==> config.mk <==
export PLATFORM = sky130hd
export DESIGN_NAME = rtc_calendar_interval_alarms_top_flat
export DESIGN_NICKNAME = d
export VERILOG_FILES = /design/src/hw/rtl/rtca_pkg.sv /design/src/hw/rtl/rtca_ifs.sv /design/src/hw/rtl/rtca_clock.sv /design/src/hw/rtl/rtca_alarm.sv /design/src/hw/rtl/rtc_calendar_interval_alarms_top.sv /design/src/flat_wrapper.sv
export SDC_FILE = /design/constraint.sdc
export NUM_CORES = 1
export LEC_CHECK = 0
export BUFFER_PORTS_ARGS = -buffer_cell sky130_fd_sc_hd__buf_4
export CAP_MARGIN = 20
export CORE_MARGIN = 2
export CORE_UTILIZATION = 50
export DETAILED_ROUTE_END_ITERATION = 6
export PLACE_DENSITY = 0.69
export SKIP_CTS_REPAIR_TIMING = 1
export SYNTH_ARGS = -nofsm -noshare
export SYNTH_HDL_FRONTEND = slang
export SYNTH_SLANG_ARGS = --single-unit
export TNS_END_PERCENT = 100
==> constraint.sdc <==
create_clock -name clk -period 5.8 [get_ports clk]
set_clock_uncertainty 0.1 [all_clocks]
set_input_delay 1.16 -clock clk [delete_from_list [all_inputs] [get_ports clk]]
set_output_delay 1.16 -clock clk [all_outputs]
set_load 0.03 [all_outputs]
==> src/hw/rtl/rtca_pkg.sv <==
// ----------------------------------------------------------------------------
// rtca_pkg - shared types and constants for the RTC calendar block
// Command codes, register indexes, calendar constants and the structs passed
// between the clock, alarm and top-level modules.
// ----------------------------------------------------------------------------
package rtca_pkg;

  // Command codes carried in the op field
  localparam logic [1:0] OP_TICK     = 2'd0;
  localparam logic [1:0] OP_SET_TIME = 2'd1;
  localparam logic [1:0] OP_SET_ALL  = 2'd2;

  // Configuration register indexes
  localparam logic [1:0] REG_SEC_ALARM  = 2'd0;
  localparam logic [1:0] REG_MIN_ALARM  = 2'd1;
  localparam logic [1:0] REG_HOUR_ALARM = 2'd2;

  // Time-of-day limits
  localparam logic [5:0] SEC_MAX  = 6'd59;
  localparam logic [5:0] MIN_MAX  = 6'd59;
  localparam logic [4:0] HOUR_MAX = 5'd23;

  // Day limits per month class
  localparam logic [4:0] DAYS_LONG  = 5'd31;
  localparam logic [4:0] DAYS_SHORT = 5'd30;
  localparam logic [4:0] DAYS_FEB   = 5'd28;
  localparam logic [4:0] DAYS_LEAP  = 5'd29;

  localparam logic [3:0] MONTH_FEB = 4'd2;
  localparam logic [3:0] MONTH_DEC = 4'd12;

  // Divisibility by 25: y * inverse(25) mod 2^16 lands at or below 65535/25
  // exactly when y is a multiple of 25.
  localparam logic [15:0] YEAR_INV25    = 16'h5C29;
  localparam logic [15:0] YEAR_DIV25_MAX = 16'd2621;

  // One input beat
  typedef struct packed {
    logic [1:0]  op;
    logic [4:0]  new_hour;
    logic [5:0]  new_minute;
    logic [4:0]  new_day;
    logic [3:0]  new_month;
    logic [15:0] new_year;
  } rtca_item_t;

  // Time and date
  typedef struct packed {
    logic [4:0]  hour;
    logic [5:0]  minute;
    logic [5:0]  second;
    logic [4:0]  day;
    logic [3:0]  month;
    logic [15:0] year;
  } rtca_time_t;

  // Control into one alarm unit
  typedef struct packed {
    logic       tick;
    logic       cfg_we;
    logic [7:0] cfg_data;
  } rtca_alarm_ctl_t;

endpackage

==> src/hw/rtl/rtca_ifs.sv <==
// ----------------------------------------------------------------------------
// rtca_ifs - valid/ready channels of the RTC calendar block
// Command input channel, result output channel and register write channel.
// ----------------------------------------------------------------------------

// Command channel
interface rtca_in_if;
  logic        valid;
  logic        ready;
  logic [1:0]  op;
  logic [4:0]  new_hour;
  logic [5:0]  new_minute;
  logic [4:0]  new_day;
  logic [3:0]  new_month;
  logic [15:0] new_year;

  modport source (output valid, op, new_hour, new_minute, new_day, new_month, new_year,
                  input ready);
  modport sink   (input valid, op, new_hour, new_minute, new_day, new_month, new_year,
                  output ready);
endinterface

// Result channel
interface rtca_out_if;
  logic        valid;
  logic        ready;
  logic [4:0]  hour_now;
  logic [5:0]  minute_now;
  logic [5:0]  second_now;
  logic [4:0]  day_now;
  logic [3:0]  month_now;
  logic [15:0] year_now;
  logic        second_alarm_fired;
  logic        minute_alarm_fired;
  logic        hour_alarm_fired;

  modport source (output valid, hour_now, minute_now, second_now, day_now, month_now,
                  year_now, second_alarm_fired, minute_alarm_fired, hour_alarm_fired,
                  input ready);
  modport sink   (input valid, hour_now, minute_now, second_now, day_now, month_now,
                  year_now, second_alarm_fired, minute_alarm_fired, hour_alarm_fired,
                  output ready);
endinterface

// Register write channel
interface rtca_cfg_if;
  logic       valid;
  logic       ready;
  logic [1:0] addr;
  logic [7:0] wdata;

  modport source (output valid, addr, wdata, input ready);
  modport sink   (input valid, addr, wdata, output ready);
endinterface

==> src/hw/rtl/rtca_clock.sv <==
// ----------------------------------------------------------------------------
// rtca_clock - time-of-day and Gregorian date registers
// Holds h:m:s and day/month/year, works out the state after one command and
// commits it when the command moves on to the result register.
// ----------------------------------------------------------------------------
module rtca_clock
  import rtca_pkg::*;
(
  input  logic       clk,
  input  logic       rst_n,
  input  logic       adv,
  input  rtca_item_t item,
  output rtca_time_t now_nxt
);

  logic [5:0]  sec_r, sec_nxt;
  logic [5:0]  min_r, min_nxt;
  logic [4:0]  hour_r, hour_nxt;
  logic [4:0]  day_r, day_nxt;
  logic [3:0]  month_r, month_nxt;
  logic [15:0] year_r, year_nxt;

  logic [31:0] year_prod;
  logic        div25;
  logic        leap;
  logic [4:0]  day_adv;
  logic [3:0]  month_adv;
  logic [15:0] year_adv;
  logic        day_wrap;

  // Leap year: div by 4, and if div by 100 then also by 400 (i.e. by 16)
  assign year_prod = 32'(year_r) * 32'(YEAR_INV25);
  assign div25     = (year_prod[15:0] <= YEAR_DIV25_MAX);
  assign leap      = (year_r[1:0] == 2'd0) && (!div25 || (year_r[3:0] == 4'd0));

  // Date after a day wrap; invalid months hold the date
  always_comb begin
    day_adv   = day_r;
    month_adv = month_r;
    year_adv  = year_r;
    unique case (month_r)
      4'd1, 4'd3, 4'd5, 4'd7, 4'd8, 4'd10, 4'd12: begin
        if (day_r < DAYS_LONG) begin
          day_adv = day_r + 5'd1;
        end else if (month_r != MONTH_DEC) begin
          day_adv   = 5'd1;
          month_adv = month_r + 4'd1;
        end else begin
          day_adv   = 5'd1;
          month_adv = 4'd1;
          year_adv  = year_r + 16'd1;
        end
      end
      4'd4, 4'd6, 4'd9, 4'd11: begin
        if (day_r < DAYS_SHORT) begin
          day_adv = day_r + 5'd1;
        end else begin
          day_adv   = 5'd1;
          month_adv = month_r + 4'd1;
        end
      end
      MONTH_FEB: begin
        if (day_r < DAYS_FEB) begin
          day_adv = day_r + 5'd1;
        end else if ((day_r == DAYS_FEB && !leap) || day_r == DAYS_LEAP) begin
          day_adv   = 5'd1;
          month_adv = month_r + 4'd1;
        end else if (day_r == DAYS_FEB) begin
          day_adv = DAYS_LEAP;
        end
      end
      default: begin
      end
    endcase
  end

  assign day_wrap = (sec_r >= SEC_MAX) && (min_r >= MIN_MAX) && (hour_r >= HOUR_MAX);

  // Next state per command
  always_comb begin
    sec_nxt   = sec_r;
    min_nxt   = min_r;
    hour_nxt  = hour_r;
    day_nxt   = day_r;
    month_nxt = month_r;
    year_nxt  = year_r;
    unique case (item.op)
      OP_TICK: begin
        if (sec_r < SEC_MAX) begin
          sec_nxt = sec_r + 6'd1;
        end else begin
          sec_nxt = 6'd0;
          if (min_r < MIN_MAX) begin
            min_nxt = min_r + 6'd1;
          end else begin
            min_nxt = 6'd0;
            if (hour_r < HOUR_MAX) begin
              hour_nxt = hour_r + 5'd1;
            end else begin
              hour_nxt  = 5'd0;
              day_nxt   = day_adv;
              month_nxt = month_adv;
              year_nxt  = year_adv;
            end
          end
        end
      end
      OP_SET_TIME, OP_SET_ALL: begin
        hour_nxt = (item.new_hour > HOUR_MAX) ? HOUR_MAX : item.new_hour;
        min_nxt  = (item.new_minute > MIN_MAX) ? MIN_MAX : item.new_minute;
        sec_nxt  = 6'd0;
        if (item.op == OP_SET_ALL) begin
          day_nxt   = item.new_day;
          month_nxt = item.new_month;
          year_nxt  = item.new_year;
        end
      end
      default: begin
      end
    endcase
  end

  assign now_nxt = '{hour: hour_nxt, minute: min_nxt, second: sec_nxt,
                     day: day_nxt, month: month_nxt, year: year_nxt};

  // State registers
  always_ff @(posedge clk) begin
    if (!rst_n) begin
      sec_r   <= 6'd0;
      min_r   <= 6'd0;
      hour_r  <= 5'd0;
      day_r   <= 5'd1;
      month_r <= 4'd1;
      year_r  <= 16'd0;
    end else if (adv) begin
      sec_r   <= sec_nxt;
      min_r   <= min_nxt;
      hour_r  <= hour_nxt;
      day_r   <= day_nxt;
      month_r <= month_nxt;
      year_r  <= year_nxt;
    end
  end

  // Checks
  a_time_range: assert property (@(posedge clk) disable iff (!rst_n)
    (sec_r <= SEC_MAX) && (min_r <= MIN_MAX) && (hour_r <= HOUR_MAX))
    else $error("time of day out of range");

  a_sec_step: assert property (@(posedge clk) disable iff (!rst_n)
    (adv && item.op == OP_TICK && sec_r < SEC_MAX) |=> (sec_r == $past(sec_r) + 6'd1))
    else $error("tick did not advance the second");

  a_date_hold: assert property (@(posedge clk) disable iff (!rst_n)
    (adv && item.op == OP_TICK && !day_wrap) |=>
      ($stable(day_r) && $stable(month_r) && $stable(year_r)))
    else $error("date moved without a day wrap");

endmodule

==> src/hw/rtl/rtca_alarm.sv <==
// ----------------------------------------------------------------------------
// rtca_alarm - one interval alarm
// Counts changes of a watched counter and fires once every interval changes;
// holds its interval register, remaining count and last-seen value.
// ----------------------------------------------------------------------------
module rtca_alarm
  import rtca_pkg::*;
#(
  parameter int unsigned ALARM_COUNT_BITS = 8
)
(
  input  logic            clk,
  input  logic            rst_n,
  input  rtca_alarm_ctl_t ctl,
  input  logic [5:0]      value,
  output logic            fire
);

  localparam int unsigned ExtW = ALARM_COUNT_BITS + 8;

  logic [7:0]                  interval_r, interval_nxt;
  logic [ALARM_COUNT_BITS-1:0] remaining_r, remaining_nxt;
  logic [5:0]                  last_r, last_nxt;
  logic                        seen_r, seen_nxt;

  logic [ExtW-1:0]             wdata_ext;
  logic [ExtW-1:0]             interval_ext;
  logic [ALARM_COUNT_BITS-1:0] rem_dec;

  // Interval kept to the counter width when loaded
  assign wdata_ext    = {{ALARM_COUNT_BITS{1'b0}}, ctl.cfg_data};
  assign interval_ext = {{ALARM_COUNT_BITS{1'b0}}, interval_r};
  assign rem_dec      = remaining_r - ALARM_COUNT_BITS'(1);

  // Register write, or count one change on a tick
  always_comb begin
    interval_nxt  = interval_r;
    remaining_nxt = remaining_r;
    last_nxt      = last_r;
    seen_nxt      = seen_r;
    fire          = 1'b0;
    if (ctl.cfg_we) begin
      interval_nxt  = ctl.cfg_data;
      remaining_nxt = wdata_ext[ALARM_COUNT_BITS-1:0];
    end else if (ctl.tick) begin
      if (!seen_r) begin
        seen_nxt = 1'b1;
        last_nxt = value;
      end else if (last_r != value) begin
        last_nxt = value;
        if (interval_r != 8'd0) begin
          if (rem_dec == '0) begin
            remaining_nxt = interval_ext[ALARM_COUNT_BITS-1:0];
            fire          = 1'b1;
          end else begin
            remaining_nxt = rem_dec;
          end
        end
      end
    end
  end

  always_ff @(posedge clk) begin
    if (!rst_n) begin
      interval_r  <= 8'd0;
      remaining_r <= '0;
      last_r      <= 6'd0;
      seen_r      <= 1'b0;
    end else begin
      interval_r  <= interval_nxt;
      remaining_r <= remaining_nxt;
      last_r      <= last_nxt;
      seen_r      <= seen_nxt;
    end
  end

  // Checks
  a_fire_enabled: assert property (@(posedge clk) disable iff (!rst_n)
    fire |-> (interval_r != 8'd0) && seen_r && ctl.tick)
    else $error("alarm fired while disabled or idle");

  a_fire_reload: assert property (@(posedge clk) disable iff (!rst_n)
    fire |=> (remaining_r == $past(interval_ext[ALARM_COUNT_BITS-1:0])))
    else $error("alarm count not reloaded after firing");

endmodule

==> src/hw/rtl/rtc_calendar_interval_alarms_top.sv <==
// ----------------------------------------------------------------------------
// rtc_calendar_interval_alarms_top - RTC with Gregorian calendar and alarms
// Input register, clock/date state, three interval alarms and result register.
// ----------------------------------------------------------------------------
// Each command beat (tick, set time, or set time and date) gives one result
// beat carrying the time, date and three alarm fire flags. A beat is taken
// into an input register; once the output register is free, the clock,
// calendar and alarm logic update and the result is captured in the output
// register. The block takes one beat every cycle while results are taken;
// one further beat is held in the input register while a result waits on
// the output side, after which in_ch.ready drops until the result is taken.
// Register writes are taken every cycle and reload the matching alarm count.
module rtc_calendar_interval_alarms_top
  import rtca_pkg::*;
#(
  parameter int unsigned ALARM_COUNT_BITS = 8
)
(
  input  logic       clk,
  input  logic       rst_n,
  rtca_in_if.sink    in_ch,
  rtca_out_if.source out_ch,
  rtca_cfg_if.sink   cfg_ch
);

  logic            s1_valid_r;
  rtca_item_t      s1_item_r;
  logic            s1_adv;
  logic            tick;

  logic            out_valid_r;
  rtca_time_t      out_time_r;
  logic [2:0]      out_fire_r;

  rtca_time_t      now_nxt;
  rtca_alarm_ctl_t ctl_sec, ctl_min, ctl_hour;
  logic            fire_sec, fire_min, fire_hour;

  // Handshakes
  assign s1_adv      = s1_valid_r && (!out_valid_r || out_ch.ready);
  assign in_ch.ready = !s1_valid_r || s1_adv;
  assign cfg_ch.ready = 1'b1;
  assign tick        = s1_adv && (s1_item_r.op == OP_TICK);

  // Input register
  always_ff @(posedge clk) begin
    if (!rst_n) begin
      s1_valid_r <= 1'b0;
    end else if (in_ch.ready) begin
      s1_valid_r <= in_ch.valid;
    end
  end

  always_ff @(posedge clk) begin
    if (in_ch.valid && in_ch.ready) begin
      s1_item_r <= '{op: in_ch.op, new_hour: in_ch.new_hour, new_minute: in_ch.new_minute,
                     new_day: in_ch.new_day, new_month: in_ch.new_month,
                     new_year: in_ch.new_year};
    end
  end

  // Clock and calendar
  rtca_clock u_clock (
    .clk     (clk),
    .rst_n   (rst_n),
    .adv     (s1_adv),
    .item    (s1_item_r),
    .now_nxt (now_nxt)
  );

  // Alarms watch the counters after this tick
  assign ctl_sec  = '{tick: tick, cfg_we: cfg_ch.valid && (cfg_ch.addr == REG_SEC_ALARM),
                      cfg_data: cfg_ch.wdata};
  assign ctl_min  = '{tick: tick, cfg_we: cfg_ch.valid && (cfg_ch.addr == REG_MIN_ALARM),
                      cfg_data: cfg_ch.wdata};
  assign ctl_hour = '{tick: tick, cfg_we: cfg_ch.valid && (cfg_ch.addr == REG_HOUR_ALARM),
                      cfg_data: cfg_ch.wdata};

  rtca_alarm #(.ALARM_COUNT_BITS(ALARM_COUNT_BITS)) u_alarm_sec (
    .clk   (clk),
    .rst_n (rst_n),
    .ctl   (ctl_sec),
    .value (now_nxt.second),
    .fire  (fire_sec)
  );

  rtca_alarm #(.ALARM_COUNT_BITS(ALARM_COUNT_BITS)) u_alarm_min (
    .clk   (clk),
    .rst_n (rst_n),
    .ctl   (ctl_min),
    .value (now_nxt.minute),
    .fire  (fire_min)
  );

  rtca_alarm #(.ALARM_COUNT_BITS(ALARM_COUNT_BITS)) u_alarm_hour (
    .clk   (clk),
    .rst_n (rst_n),
    .ctl   (ctl_hour),
    .value ({1'b0, now_nxt.hour}),
    .fire  (fire_hour)
  );

  // Result register
  always_ff @(posedge clk) begin
    if (!rst_n) begin
      out_valid_r <= 1'b0;
    end else if (s1_adv) begin
      out_valid_r <= 1'b1;
    end else if (out_ch.ready) begin
      out_valid_r <= 1'b0;
    end
  end

  always_ff @(posedge clk) begin
    if (s1_adv) begin
      out_time_r <= now_nxt;
      out_fire_r <= {fire_hour, fire_min, fire_sec};
    end
  end

  assign out_ch.valid              = out_valid_r;
  assign out_ch.hour_now           = out_time_r.hour;
  assign out_ch.minute_now         = out_time_r.minute;
  assign out_ch.second_now         = out_time_r.second;
  assign out_ch.day_now            = out_time_r.day;
  assign out_ch.month_now          = out_time_r.month;
  assign out_ch.year_now           = out_time_r.year;
  assign out_ch.second_alarm_fired = out_fire_r[0];
  assign out_ch.minute_alarm_fired = out_fire_r[1];
  assign out_ch.hour_alarm_fired   = out_fire_r[2];

  // Checks
  a_stall_only_full: assert property (@(posedge clk) disable iff (!rst_n)
    !in_ch.ready |-> (s1_valid_r && out_valid_r && !out_ch.ready))
    else $error("input stalled with room in the pipe");

  a_adv_result: assert property (@(posedge clk) disable iff (!rst_n)
    s1_adv |=> out_valid_r)
    else $error("advanced beat produced no result");

  a_fire_on_tick: assert property (@(posedge clk) disable iff (!rst_n)
    (fire_sec || fire_min || fire_hour) |-> tick)
    else $error("alarm fired outside a tick");

endmodule
==> src/flat_wrapper.sv <==
// flat-port wrapper written by rule: the top's interface ports become plain ports
module rtc_calendar_interval_alarms_top_flat import rtca_pkg::*;
#(
  parameter int unsigned ALARM_COUNT_BITS = 8
)
  (clk, rst_n, in_ch_valid, in_ch_op, in_ch_new_hour, in_ch_new_minute, in_ch_new_day, in_ch_new_month, in_ch_new_year, in_ch_ready, out_ch_valid, out_ch_hour_now, out_ch_minute_now, out_ch_second_now, out_ch_day_now, out_ch_month_now, out_ch_year_now, out_ch_second_alarm_fired, out_ch_minute_alarm_fired, out_ch_hour_alarm_fired, out_ch_ready, cfg_ch_valid, cfg_ch_addr, cfg_ch_wdata, cfg_ch_ready);
  rtca_in_if in_ch_i ();
  rtca_out_if out_ch_i ();
  rtca_cfg_if cfg_ch_i ();
  input  logic clk;
  input  logic rst_n;
  input wire logic [$bits(in_ch_i.valid)-1:0] in_ch_valid;
  input wire logic [$bits(in_ch_i.op)-1:0] in_ch_op;
  input wire logic [$bits(in_ch_i.new_hour)-1:0] in_ch_new_hour;
  input wire logic [$bits(in_ch_i.new_minute)-1:0] in_ch_new_minute;
  input wire logic [$bits(in_ch_i.new_day)-1:0] in_ch_new_day;
  input wire logic [$bits(in_ch_i.new_month)-1:0] in_ch_new_month;
  input wire logic [$bits(in_ch_i.new_year)-1:0] in_ch_new_year;
  output wire logic [$bits(in_ch_i.ready)-1:0] in_ch_ready;
  output wire logic [$bits(out_ch_i.valid)-1:0] out_ch_valid;
  output wire logic [$bits(out_ch_i.hour_now)-1:0] out_ch_hour_now;
  output wire logic [$bits(out_ch_i.minute_now)-1:0] out_ch_minute_now;
  output wire logic [$bits(out_ch_i.second_now)-1:0] out_ch_second_now;
  output wire logic [$bits(out_ch_i.day_now)-1:0] out_ch_day_now;
  output wire logic [$bits(out_ch_i.month_now)-1:0] out_ch_month_now;
  output wire logic [$bits(out_ch_i.year_now)-1:0] out_ch_year_now;
  output wire logic [$bits(out_ch_i.second_alarm_fired)-1:0] out_ch_second_alarm_fired;
  output wire logic [$bits(out_ch_i.minute_alarm_fired)-1:0] out_ch_minute_alarm_fired;
  output wire logic [$bits(out_ch_i.hour_alarm_fired)-1:0] out_ch_hour_alarm_fired;
  input wire logic [$bits(out_ch_i.ready)-1:0] out_ch_ready;
  input wire logic [$bits(cfg_ch_i.valid)-1:0] cfg_ch_valid;
  input wire logic [$bits(cfg_ch_i.addr)-1:0] cfg_ch_addr;
  input wire logic [$bits(cfg_ch_i.wdata)-1:0] cfg_ch_wdata;
  output wire logic [$bits(cfg_ch_i.ready)-1:0] cfg_ch_ready;
  assign in_ch_i.valid = in_ch_valid;
  assign in_ch_i.op = in_ch_op;
  assign in_ch_i.new_hour = in_ch_new_hour;
  assign in_ch_i.new_minute = in_ch_new_minute;
  assign in_ch_i.new_day = in_ch_new_day;
  assign in_ch_i.new_month = in_ch_new_month;
  assign in_ch_i.new_year = in_ch_new_year;
  assign in_ch_ready = in_ch_i.ready;
  assign out_ch_valid = out_ch_i.valid;
  assign out_ch_hour_now = out_ch_i.hour_now;
  assign out_ch_minute_now = out_ch_i.minute_now;
  assign out_ch_second_now = out_ch_i.second_now;
  assign out_ch_day_now = out_ch_i.day_now;
  assign out_ch_month_now = out_ch_i.month_now;
  assign out_ch_year_now = out_ch_i.year_now;
  assign out_ch_second_alarm_fired = out_ch_i.second_alarm_fired;
  assign out_ch_minute_alarm_fired = out_ch_i.minute_alarm_fired;
  assign out_ch_hour_alarm_fired = out_ch_i.hour_alarm_fired;
  assign out_ch_i.ready = out_ch_ready;
  assign cfg_ch_i.valid = cfg_ch_valid;
  assign cfg_ch_i.addr = cfg_ch_addr;
  assign cfg_ch_i.wdata = cfg_ch_wdata;
  assign cfg_ch_ready = cfg_ch_i.ready;
  rtc_calendar_interval_alarms_top #(.ALARM_COUNT_BITS(ALARM_COUNT_BITS)) u_core (.clk(clk), .rst_n(rst_n), .in_ch(in_ch_i), .out_ch(out_ch_i), .cfg_ch(cfg_ch_i));
endmodule
==> results of run 1 <==
-- cell usage in the layout, fill, tap and decap left out, types with 5 or more instances in the layout --
cell	count
xnor2_1	27
nor2b_1	5
ha_1	81
o211ai_1	7
nor2_1	109
mux2i_1	23
nand2_1	152
inv_1	90
nand3b_1	5
nand4_1	11
o21a_1	14
xor2_1	12
clkbuf_16	18
a211oi_1	31
o31ai_1	9
a22o_1	9
o22ai_1	11
buf_4	112
a41oi_1	6
a211o_1	5
edfxtp_1	83
a31oi_1	15
and3_1	13
a21o_1	8
dfxtp_1	112
fa_1	18
a21boi_0	9
nor4_1	16
nand3_1	31
nor3_1	29
nand2b_1	13
o21ai_0	62
a21oi_1	76
and2_1	16
-- worst min-delay path by stage --
stage / start / end / slack [ns] / cells after the start
floorplan: u_core.u_alarm_min.seen_r / u_core.u_alarm_min.seen_r / 0.34 / 2
finish: u_core.u_alarm_min.seen_r / u_core.u_alarm_min.seen_r / 0.36 / 2
CTS: u_core.u_alarm_min.seen_r / u_core.u_alarm_min.seen_r / 0.37 / 2
detailed placement: u_core.u_alarm_min.seen_r / u_core.u_alarm_min.seen_r / 0.36 / 2
global placement: u_core.u_alarm_min.interval_r[4] / u_core.u_alarm_min.interval_r[4] / 0.35 / 2
global route: u_core.u_alarm_min.seen_r / u_core.u_alarm_min.seen_r / 0.38 / 2
-- cell usage after synthesis (16+ instances only) --
master / instances
nand2_1: 152
dfxtp_1: 112
nor2_1: 109
inv_1: 91
edfxtp_1: 83
ha_1: 81
a21oi_1: 76
o21ai_0: 62
clkbuf_1: 45
a211oi_1: 31
nand3_1: 31
nor3_1: 29
xnor2_1: 27
mux2i_1: 23
fa_1: 18
and2_1: 17
nor4_1: 16
-- kinds of logic (layout without fill, tap and decap cells) --
family          after synthesis  in the layout  share of synthesized area [%]
compound gates              330            330                           19.6
xor+xnor                     41             41                           3.29
fa+ha+maj                    99             99                           11.7
buf+inv                     157            238                           5.18
flops                       195            195                           40.3
mux                          26             26                           2.25
other cells                   1              1                         0.0319
simple gates                432            432                           17.7
-- cell type report --
type / count / share of cell area [%]
inverter: 93 / 2.64
clock inverter: 13 / 1.04
sequential: 195 / 35.5
clock buffer: 19 / 3.41
multi-input combinational: 929 / 48.1
timing repair buffer: 113 / 6.34
tap: 319 / 2.99
-- worst max-delay path, cell delays in order, from the launching register on --
cell	delay, ns
dfxtp_1	0.49
inv_1	0.13
ha_1	0.32
ha_1	0.30
inv_1	0.06
fa_1	0.49
fa_1	0.55
inv_1	0.06
fa_1	0.47
ha_1	0.30
ha_1	0.32
nand2b_1	0.10
nor3_1	0.06
a311o_1	0.35
nor4b_4	0.30
buf_4	0.21
nor3_1	0.08
o221ai_1	0.29
a31oi_1	0.12
-- power groups by stage --
stage	combinational (mW)	clock (mW)	sequential [mW]
global route	0.772	1.25	1.57
detailed placement	0.689	0	1.59
CTS	0.694	1.21	1.56
finish	0.696	1.19	1.56
floorplan	0.466	0	1.60
global placement	0.677	0	1.59
-- layer usage --
| metal | vias up | track usage, % | wire, microns |
|---|---|---|---|
| li1 | 4771 | - | - |
| met1 | 4753 | 35.4 | 14200 |
| met2 | 318 | 41.5 | 14700 |
| met3 | 60 | 4.60 | 1740 |
| met4 | 0 | 9.05 | 872 |
| met5 | - | 0 | 0 |
-- stage by stage --
stage	hold slack, ns	cells	util [%]	area, sq um	total power, mW
global placement	0.353	1648	54.8	12700	2.27
floorplan	0.335	1281	-	11800	2.07
finish	0.365	1681	57.3	13300	3.45
CTS	0.369	1680	57.3	13300	3.46
detailed placement	0.357	1648	54.8	12700	2.28
global route	0.385	1681	57.3	13300	3.60
-- registers in the layout, indices dropped and copies added, names as in the netlist, 8 cells and up --
signal                           count
u_core.u_alarm_min.interval_r        8
u_core.u_alarm_sec.remaining_r       8
u_core.u_alarm_hour.interval_r       8
u_core.s1_item_r                    38
u_core.u_alarm_min.remaining_r       8
u_core.u_alarm_sec.interval_r        8
u_core.out_ch.year_now              16
u_core.u_alarm_hour.remaining_r      8
u_core.u_clock.year_r               16
==> impl_metrics.env, run 1 <==
export IMPL_power_sequential_fraction_pct=45.3
export IMPL_synth_yosys_seq_area_share_pct=40.3
export IMPL_detailedRoute_firstPassIterationCount=5
export IMPL_tritoncts_num_buffers=17
export IMPL_synth_ff_type="dfxtp_1"
export IMPL_synth_lib_cells_used_distinct=93
export IMPL_antenna_found_initial=0
export IMPL_via_count_of_the_first_global_routing_pass=9389
export IMPL_totalNegativeSetupSlack_ns=0
export IMPL_period_minus_slack_ns=5.37
export IMPL_cp_max_fo=8
export IMPL_critical_path_endpoint="u_core.out_ch.day_now[2]"
export IMPL_clock_sink_count=195
export IMPL_postSynth_asyncResetShare_pct=0
export IMPL_arrival_ns=5.44
export IMPL_syn_nets=1433
export IMPL_yosysWarningCount=0
export IMPL_wl_microns=31500
export IMPL_r2r_slack_ns=0.43
export IMPL_core_rowCount=56
export IMPL_io_buffer_count=99
export IMPL_drt_initial_drc_count=783
export IMPL_die_h_microns=157
export IMPL_detailroute_via_count=9902
export IMPL_cellLeakagePower_nw=5.42
export IMPL_final_min_period_over_clock_period_pct=92.6
export IMPL_sequential_cell_area_sq_mm=0.00473
export IMPL_critical_path_class="reg -> reg"
export IMPL_synth_cell_area_sq_mm=0.0118
export IMPL_r2r_end="u_core.out_ch.day_now[2]"
export IMPL_synth_area_leader_cell="edfxtp_1"
export IMPL_setup_slack_ns=0.432
export IMPL_timing_max_transition_violations_final=0
export IMPL_multi_input_area_sq_mm=0.00641
export IMPL_pwr_density_cell_mw_per_mm2=258
export IMPL_placeableCoreArea_sq_mm=0.0233
export IMPL_pre_cts_ws_ns=0.477
export IMPL_number_of_h_tree_branching_levels=4
export IMPL_internal_power_mw=2.38
export IMPL_clockBufferDepth=2
export IMPL_synthCells=1281
export IMPL_wl_per_cell_microns=18.7
export IMPL_worst_setup_path_start_kind="flip-flop"
export IMPL_setup_violations_final=0
export IMPL_critPathCaptureType="flip-flop"
export IMPL_fmax_ghz=0.186
export IMPL_share_clk_of_total_power_pct=34.5
export IMPL_post_synth_top_area_share_pct=21.2
export IMPL_hp_class="reg -> reg"
export IMPL_routed_via_density=5.89
export IMPL_grt_first_pass_wirelength_microns=50200
export IMPL_drive_above_1_share_pct=13.1
export IMPL_status="finished clean"
export IMPL_power_share_switching_pct=30.9
export IMPL_drcViolationCount=0
export IMPL_root_buffer_master="clkbuf_16"
export IMPL_max_cap_viol_count=0
export IMPL_hpwlAfterDp_microns=22500
export IMPL_slew_headroom_pct=30.3
export IMPL_combinational_share_of_power_pct=20.2
export IMPL_tritoncts_clock_tree="yes"
export IMPL_r2r_cells=18
export IMPL_cp_required_ns=5.87
export IMPL_hold_viol_final=0
export IMPL_setup_repair_after_global_routing_missed_its_margin="false"
export IMPL_grt_start_max_net_pins=84
export IMPL_grt_use_total_pct=25.9
export IMPL_worstReg2RegStart="u_core.u_clock.year_r[3]"
export IMPL_die_area_sq_mm=0.0248
export IMPL_globalplace_congestion=0.991
export IMPL_synth_top_cells_by_area="edfxtp_1 21%, dfxtp_1 19%, ha_1 8.6%, nand2_1 4.9%, nor2_1 3.5%"
export IMPL_number_of_flops_mapped_to_enable_cells_by_yosys=83
export IMPL_die_outline_width_microns=157
export IMPL_insertion_delay_of_the_later_clocked_pin_in_the_worst_skew_pair_ns=0.44
export IMPL_nNetsFinal=1501
export IMPL_start_util_pct=50.5
export IMPL_grt_overflow=0
export IMPL_synthesis_area_per_instance_sq_um=9.18
export IMPL_antenna_cells_inserted=0
export IMPL_clk_pin_slew_worst_paths_ns=0.08
export IMPL_boundaryPins=101
export IMPL_fill_cells=2096
export IMPL_tightestPinTransition_ns=1.05
export IMPL_worst_setup_path_startpoint="u_core.u_clock.year_r[3]"
export IMPL_power_switching_mw=1.07
export IMPL_synth_seq_cells=195
export IMPL_ant_nets=0
export IMPL_vdd_ir_drop_worst_v=0.000214
export IMPL_area_delta_synth_final_pct=13.5
(Power assumes the default switching activity.)
==> run 2, diff against run 1 <==
Settings changed: ABC_AREA set to 1.
==> impl_metrics.env, run 2 <==
export IMPL_post_synth_top_area_share_pct=21.1
export IMPL_r2r_end="u_core.out_ch.month_now[1]"
export IMPL_vdd_ir_drop_worst_v=0.000219
export IMPL_synth_ff_type="dfxtp_1"
export IMPL_slowest_stage="fa_1"
export IMPL_wl_microns=29400
export IMPL_clockBufferDepth=2
export IMPL_max_cap_viol_count=0
export IMPL_antenna_cells_inserted=0
export IMPL_slew_headroom_pct=44.1
export IMPL_ant_nets=0
export IMPL_synth_lib_cells_used_distinct=56
export IMPL_synth_seq_cells=195
export IMPL_wl_per_cell_microns=15.4
export IMPL_hold_viol_final=0
export IMPL_critPathBufInv=4
export IMPL_root_buffer_master="clkbuf_16"
export IMPL_number_of_flops_mapped_to_enable_cells_by_yosys=83
export IMPL_cp_common_cell="nand2_1"
export IMPL_pwr_density_cell_mw_per_mm2=273
export IMPL_synthXorXnorAreaFrac_pct=3.26
export IMPL_timing_max_transition_violations_final=0
export IMPL_globalRouteMet2Util_pct=37.6
export IMPL_placed_cell_area_sq_mm=0.0129
export IMPL_arrival_ns=5.40
export IMPL_m3_gr_usage_pct=3.56
export IMPL_fill_cells=2158
export IMPL_syn_nets=1641
export IMPL_largest_reg_flops=38
export IMPL_synth_mux_area_fraction_pct=0.0952
export IMPL_synth_cell_area_sq_mm=0.0118
export IMPL_fmax_ghz=0.189
export IMPL_final_min_period_over_clock_period_pct=91.2
export IMPL_yosys_cell_count_top_type="nand2_1"
export IMPL_grt_busiest_layer="met2"
export IMPL_worstReg2RegStart="u_core.u_clock.year_r[3]"
export IMPL_grt_overflow=0
export IMPL_synth_top_cells_by_area="edfxtp_1 21%, dfxtp_1 19%, nand2_1 8.9%, ha_1 8.6%, inv_1 6.6%"
export IMPL_critical_path_class="reg -> reg"
export IMPL_cp_max_fo=6
export IMPL_antenna_found_initial=0
export IMPL_nNetsFinal=1724
export IMPL_hpwlAfterDp_microns=21000
export IMPL_via_count_of_the_first_global_routing_pass=9401
export IMPL_synth_compound_area_share_pct=16.1
export IMPL_synthesis_area_per_instance_sq_um=7.95
export IMPL_start_util_pct=50.7
export IMPL_p_total_mw=3.68
export IMPL_io_buffer_count=99
export IMPL_synthCells=1489
export IMPL_r2r_cells=26
export IMPL_stdcell_area_sq_mm=0.0135
export IMPL_yosysWarningCount=0
export IMPL_number_of_h_tree_branching_levels=4
export IMPL_placeableCoreArea_sq_mm=0.0233
export IMPL_setup_repair_after_global_routing_missed_its_margin="false"
export IMPL_main_combinational_cell_family_by_area_after_synthesis="simple AND/OR/NAND/NOR gates"
export IMPL_drcViolationCount=0
export IMPL_synthAdderAreaFrac_pct=11.6
export IMPL_worst_path_largest_cell_delay_ns=0.54
export IMPL_grt_start_max_net_pins=62
export IMPL_die_area_sq_mm=0.0249
export IMPL_tritoncts_num_buffers=17
export IMPL_postSynth_asyncResetShare_pct=0
export IMPL_detailedRoute_firstPassIterationCount=5
export IMPL_mostFrequentLayoutCells="280 x nand2_1, 207 x inv_1, 135 x a21oi_1, 122 x o21ai_0, 112 x dfxtp_1"
export IMPL_grt_first_pass_wirelength_microns=46800
export IMPL_path_length_in_cells_of_the_critical_path=26
export IMPL_worst_setup_path_startpoint="u_core.u_clock.year_r[3]"
export IMPL_die_outline_width_microns=158
export IMPL_final_util_pct=57.8
export IMPL_die_h_microns=158
export IMPL_tightestPinTransition_ns=0.836
export IMPL_totalNegativeSetupSlack_ns=0
export IMPL_insertion_delay_of_the_later_clocked_pin_in_the_worst_skew_pair_ns=0.45
export IMPL_boundaryPins=101
export IMPL_regMostFlops="u_core.s1_item_r"
export IMPL_layout_commonest_cell="nand2_1"
export IMPL_grt_use_met1_pct=34.0
export IMPL_post_synth_most_frequent_cells="280 x nand2_1, 209 x inv_1, 135 x a21oi_1"
export IMPL_tritoncts_clock_tree="yes"
export IMPL_grt_use_total_pct=23.9
export IMPL_routed_via_density=5.35
export IMPL_r2r_slack_ns=0.51
export IMPL_clock_sink_count=195
export IMPL_synth_yosys_seq_area_share_pct=40.0
export IMPL_clk_pin_slew_worst_paths_ns=0.08
export IMPL_area_delta_synth_final_pct=13.9
export IMPL_drive_above_1_share_pct=12.9
export IMPL_setup_violations_final=0
export IMPL_synth_area_leader_cell="edfxtp_1"
export IMPL_hp_class="reg -> reg"
export IMPL_core_rowCount=56
export IMPL_period_minus_slack_ns=5.29
export IMPL_post_synthesis_share_of_cell_area_spent_on_and_or_nand_and_nor_gates_pct=20.4
export IMPL_status="finished clean"
export IMPL_cp_required_ns=5.91
export IMPL_critPathCaptureType="flip-flop"
export IMPL_detailroute_via_count=10187
export IMPL_worst_path_dominant_cell_family="adder cells"
export IMPL_worst_setup_path_start_kind="flip-flop"
export IMPL_critical_path_endpoint="u_core.out_ch.month_now[1]"
export IMPL_drt_initial_drc_count=747
export IMPL_cellLeakagePower_nw=6.02
export IMPL_globalplace_congestion=0.958
==> run 2: cell types whose count changed after synthesis, moves of 15 or more <==
cell      previous run  this run
mux2i_1             23         0
a21oi_1             76       135
nand2_1            152       280
o21ai_1              3        18
nand3_1             31        73
inv_1               91       209
a211oi_1            31         6
and2_1              17         0
o21ai_0             62       122
==> run 2: cell families after synthesis <==
| family | after synthesis |
|---|---|
| multiplexers | 1 |
| flip-flops | 195 |
| XOR/XNOR | 44 |
| adder cells (fa/ha/maj) | 99 |
| other | 1 |
| AO/OA/AOI/OAI | 338 |
| AND/OR/NAND/NOR | 547 |
| buffers and inverters | 264 |
==> run 2: worst min path at each step <==
stage	from	end	slack (ns)	depth (start not counted)
after CTS	u_core.u_alarm_sec.last_r[3]	u_core.u_alarm_sec.last_r[3]	0.38	2
final	u_core.u_alarm_sec.last_r[3]	u_core.u_alarm_sec.last_r[3]	0.38	2
after detailed placement	u_core.u_alarm_sec.last_r[3]	u_core.u_alarm_sec.last_r[3]	0.37	2
after global routing	u_core.u_alarm_sec.interval_r[7]	u_core.u_alarm_sec.interval_r[7]	0.40	2
after floorplan	u_core.u_alarm_sec.last_r[3]	u_core.u_alarm_sec.last_r[3]	0.34	2
after global placement	u_core.u_alarm_sec.last_r[3]	u_core.u_alarm_sec.last_r[3]	0.36	2
==> run 2: stage by stage <==
| stage | hold WS [ns] | setup slack [ns] | instances |
|---|---|---|---|
| detailed placement | 0.366 | 0.544 | 1872 |
| finish | 0.377 | 0.512 | 1904 |
| floorplan | 0.344 | 0.995 | 1489 |
| global placement | 0.356 | 0.696 | 1872 |
| global route | 0.403 | 0.138 | 1904 |
| CTS | 0.378 | 0.524 | 1904 |
==> run 2: report_power, final <==
| group | total (mW) | internal [mW] | switching (mW) |
|---|---|---|---|
| clock network | 1.23 | 0.625 | 0.601 |
| registers | 1.58 | 1.52 | 0.0633 |
| logic | 0.873 | 0.326 | 0.547 |
==> run 2: area by class of cell <==
class                   count  area, sq um  area share (%)
well taps                 319          399            2.96
multi-input cells        1030         6090            45.2
clock inverters            13          129           0.956
clock buffers              19          475            3.53
flip-flops and latches    195         4730            35.1
repair buffers            111          833            6.18
inverters                 217          817            6.06
==> run 2: per-layer routing <==
metal / vias up / wire length, microns
met3: 39 / 1440
met4: 0 / 566
li1: 5128 / -
met1: 4768 / 14300
met2: 252 / 13100
met5: - / 0
==> run 2: worst register-to-register path: stages, from the launching register on <==
cell and delay, ns:
dfxtp_1 0.45, inv_1 0.16, ha_1 0.32, ha_1 0.29, inv_1 0.05, fa_1 0.48
fa_1 0.54, inv_1 0.06, fa_1 0.48, ha_1 0.31, ha_1 0.38, a21oi_1 0.19
o21a_1 0.16, a21o_1 0.11, nand2_1 0.05, nor2_1 0.10, nand2_1 0.06, nand2_1 0.05
nand2_1 0.13, nand2_1 0.18, nand2_1 0.07, nand3_1 0.06, nand2_1 0.05, nand2_1 0.06
nand2_1 0.05, nand2_1 0.07, inv_1 0.05
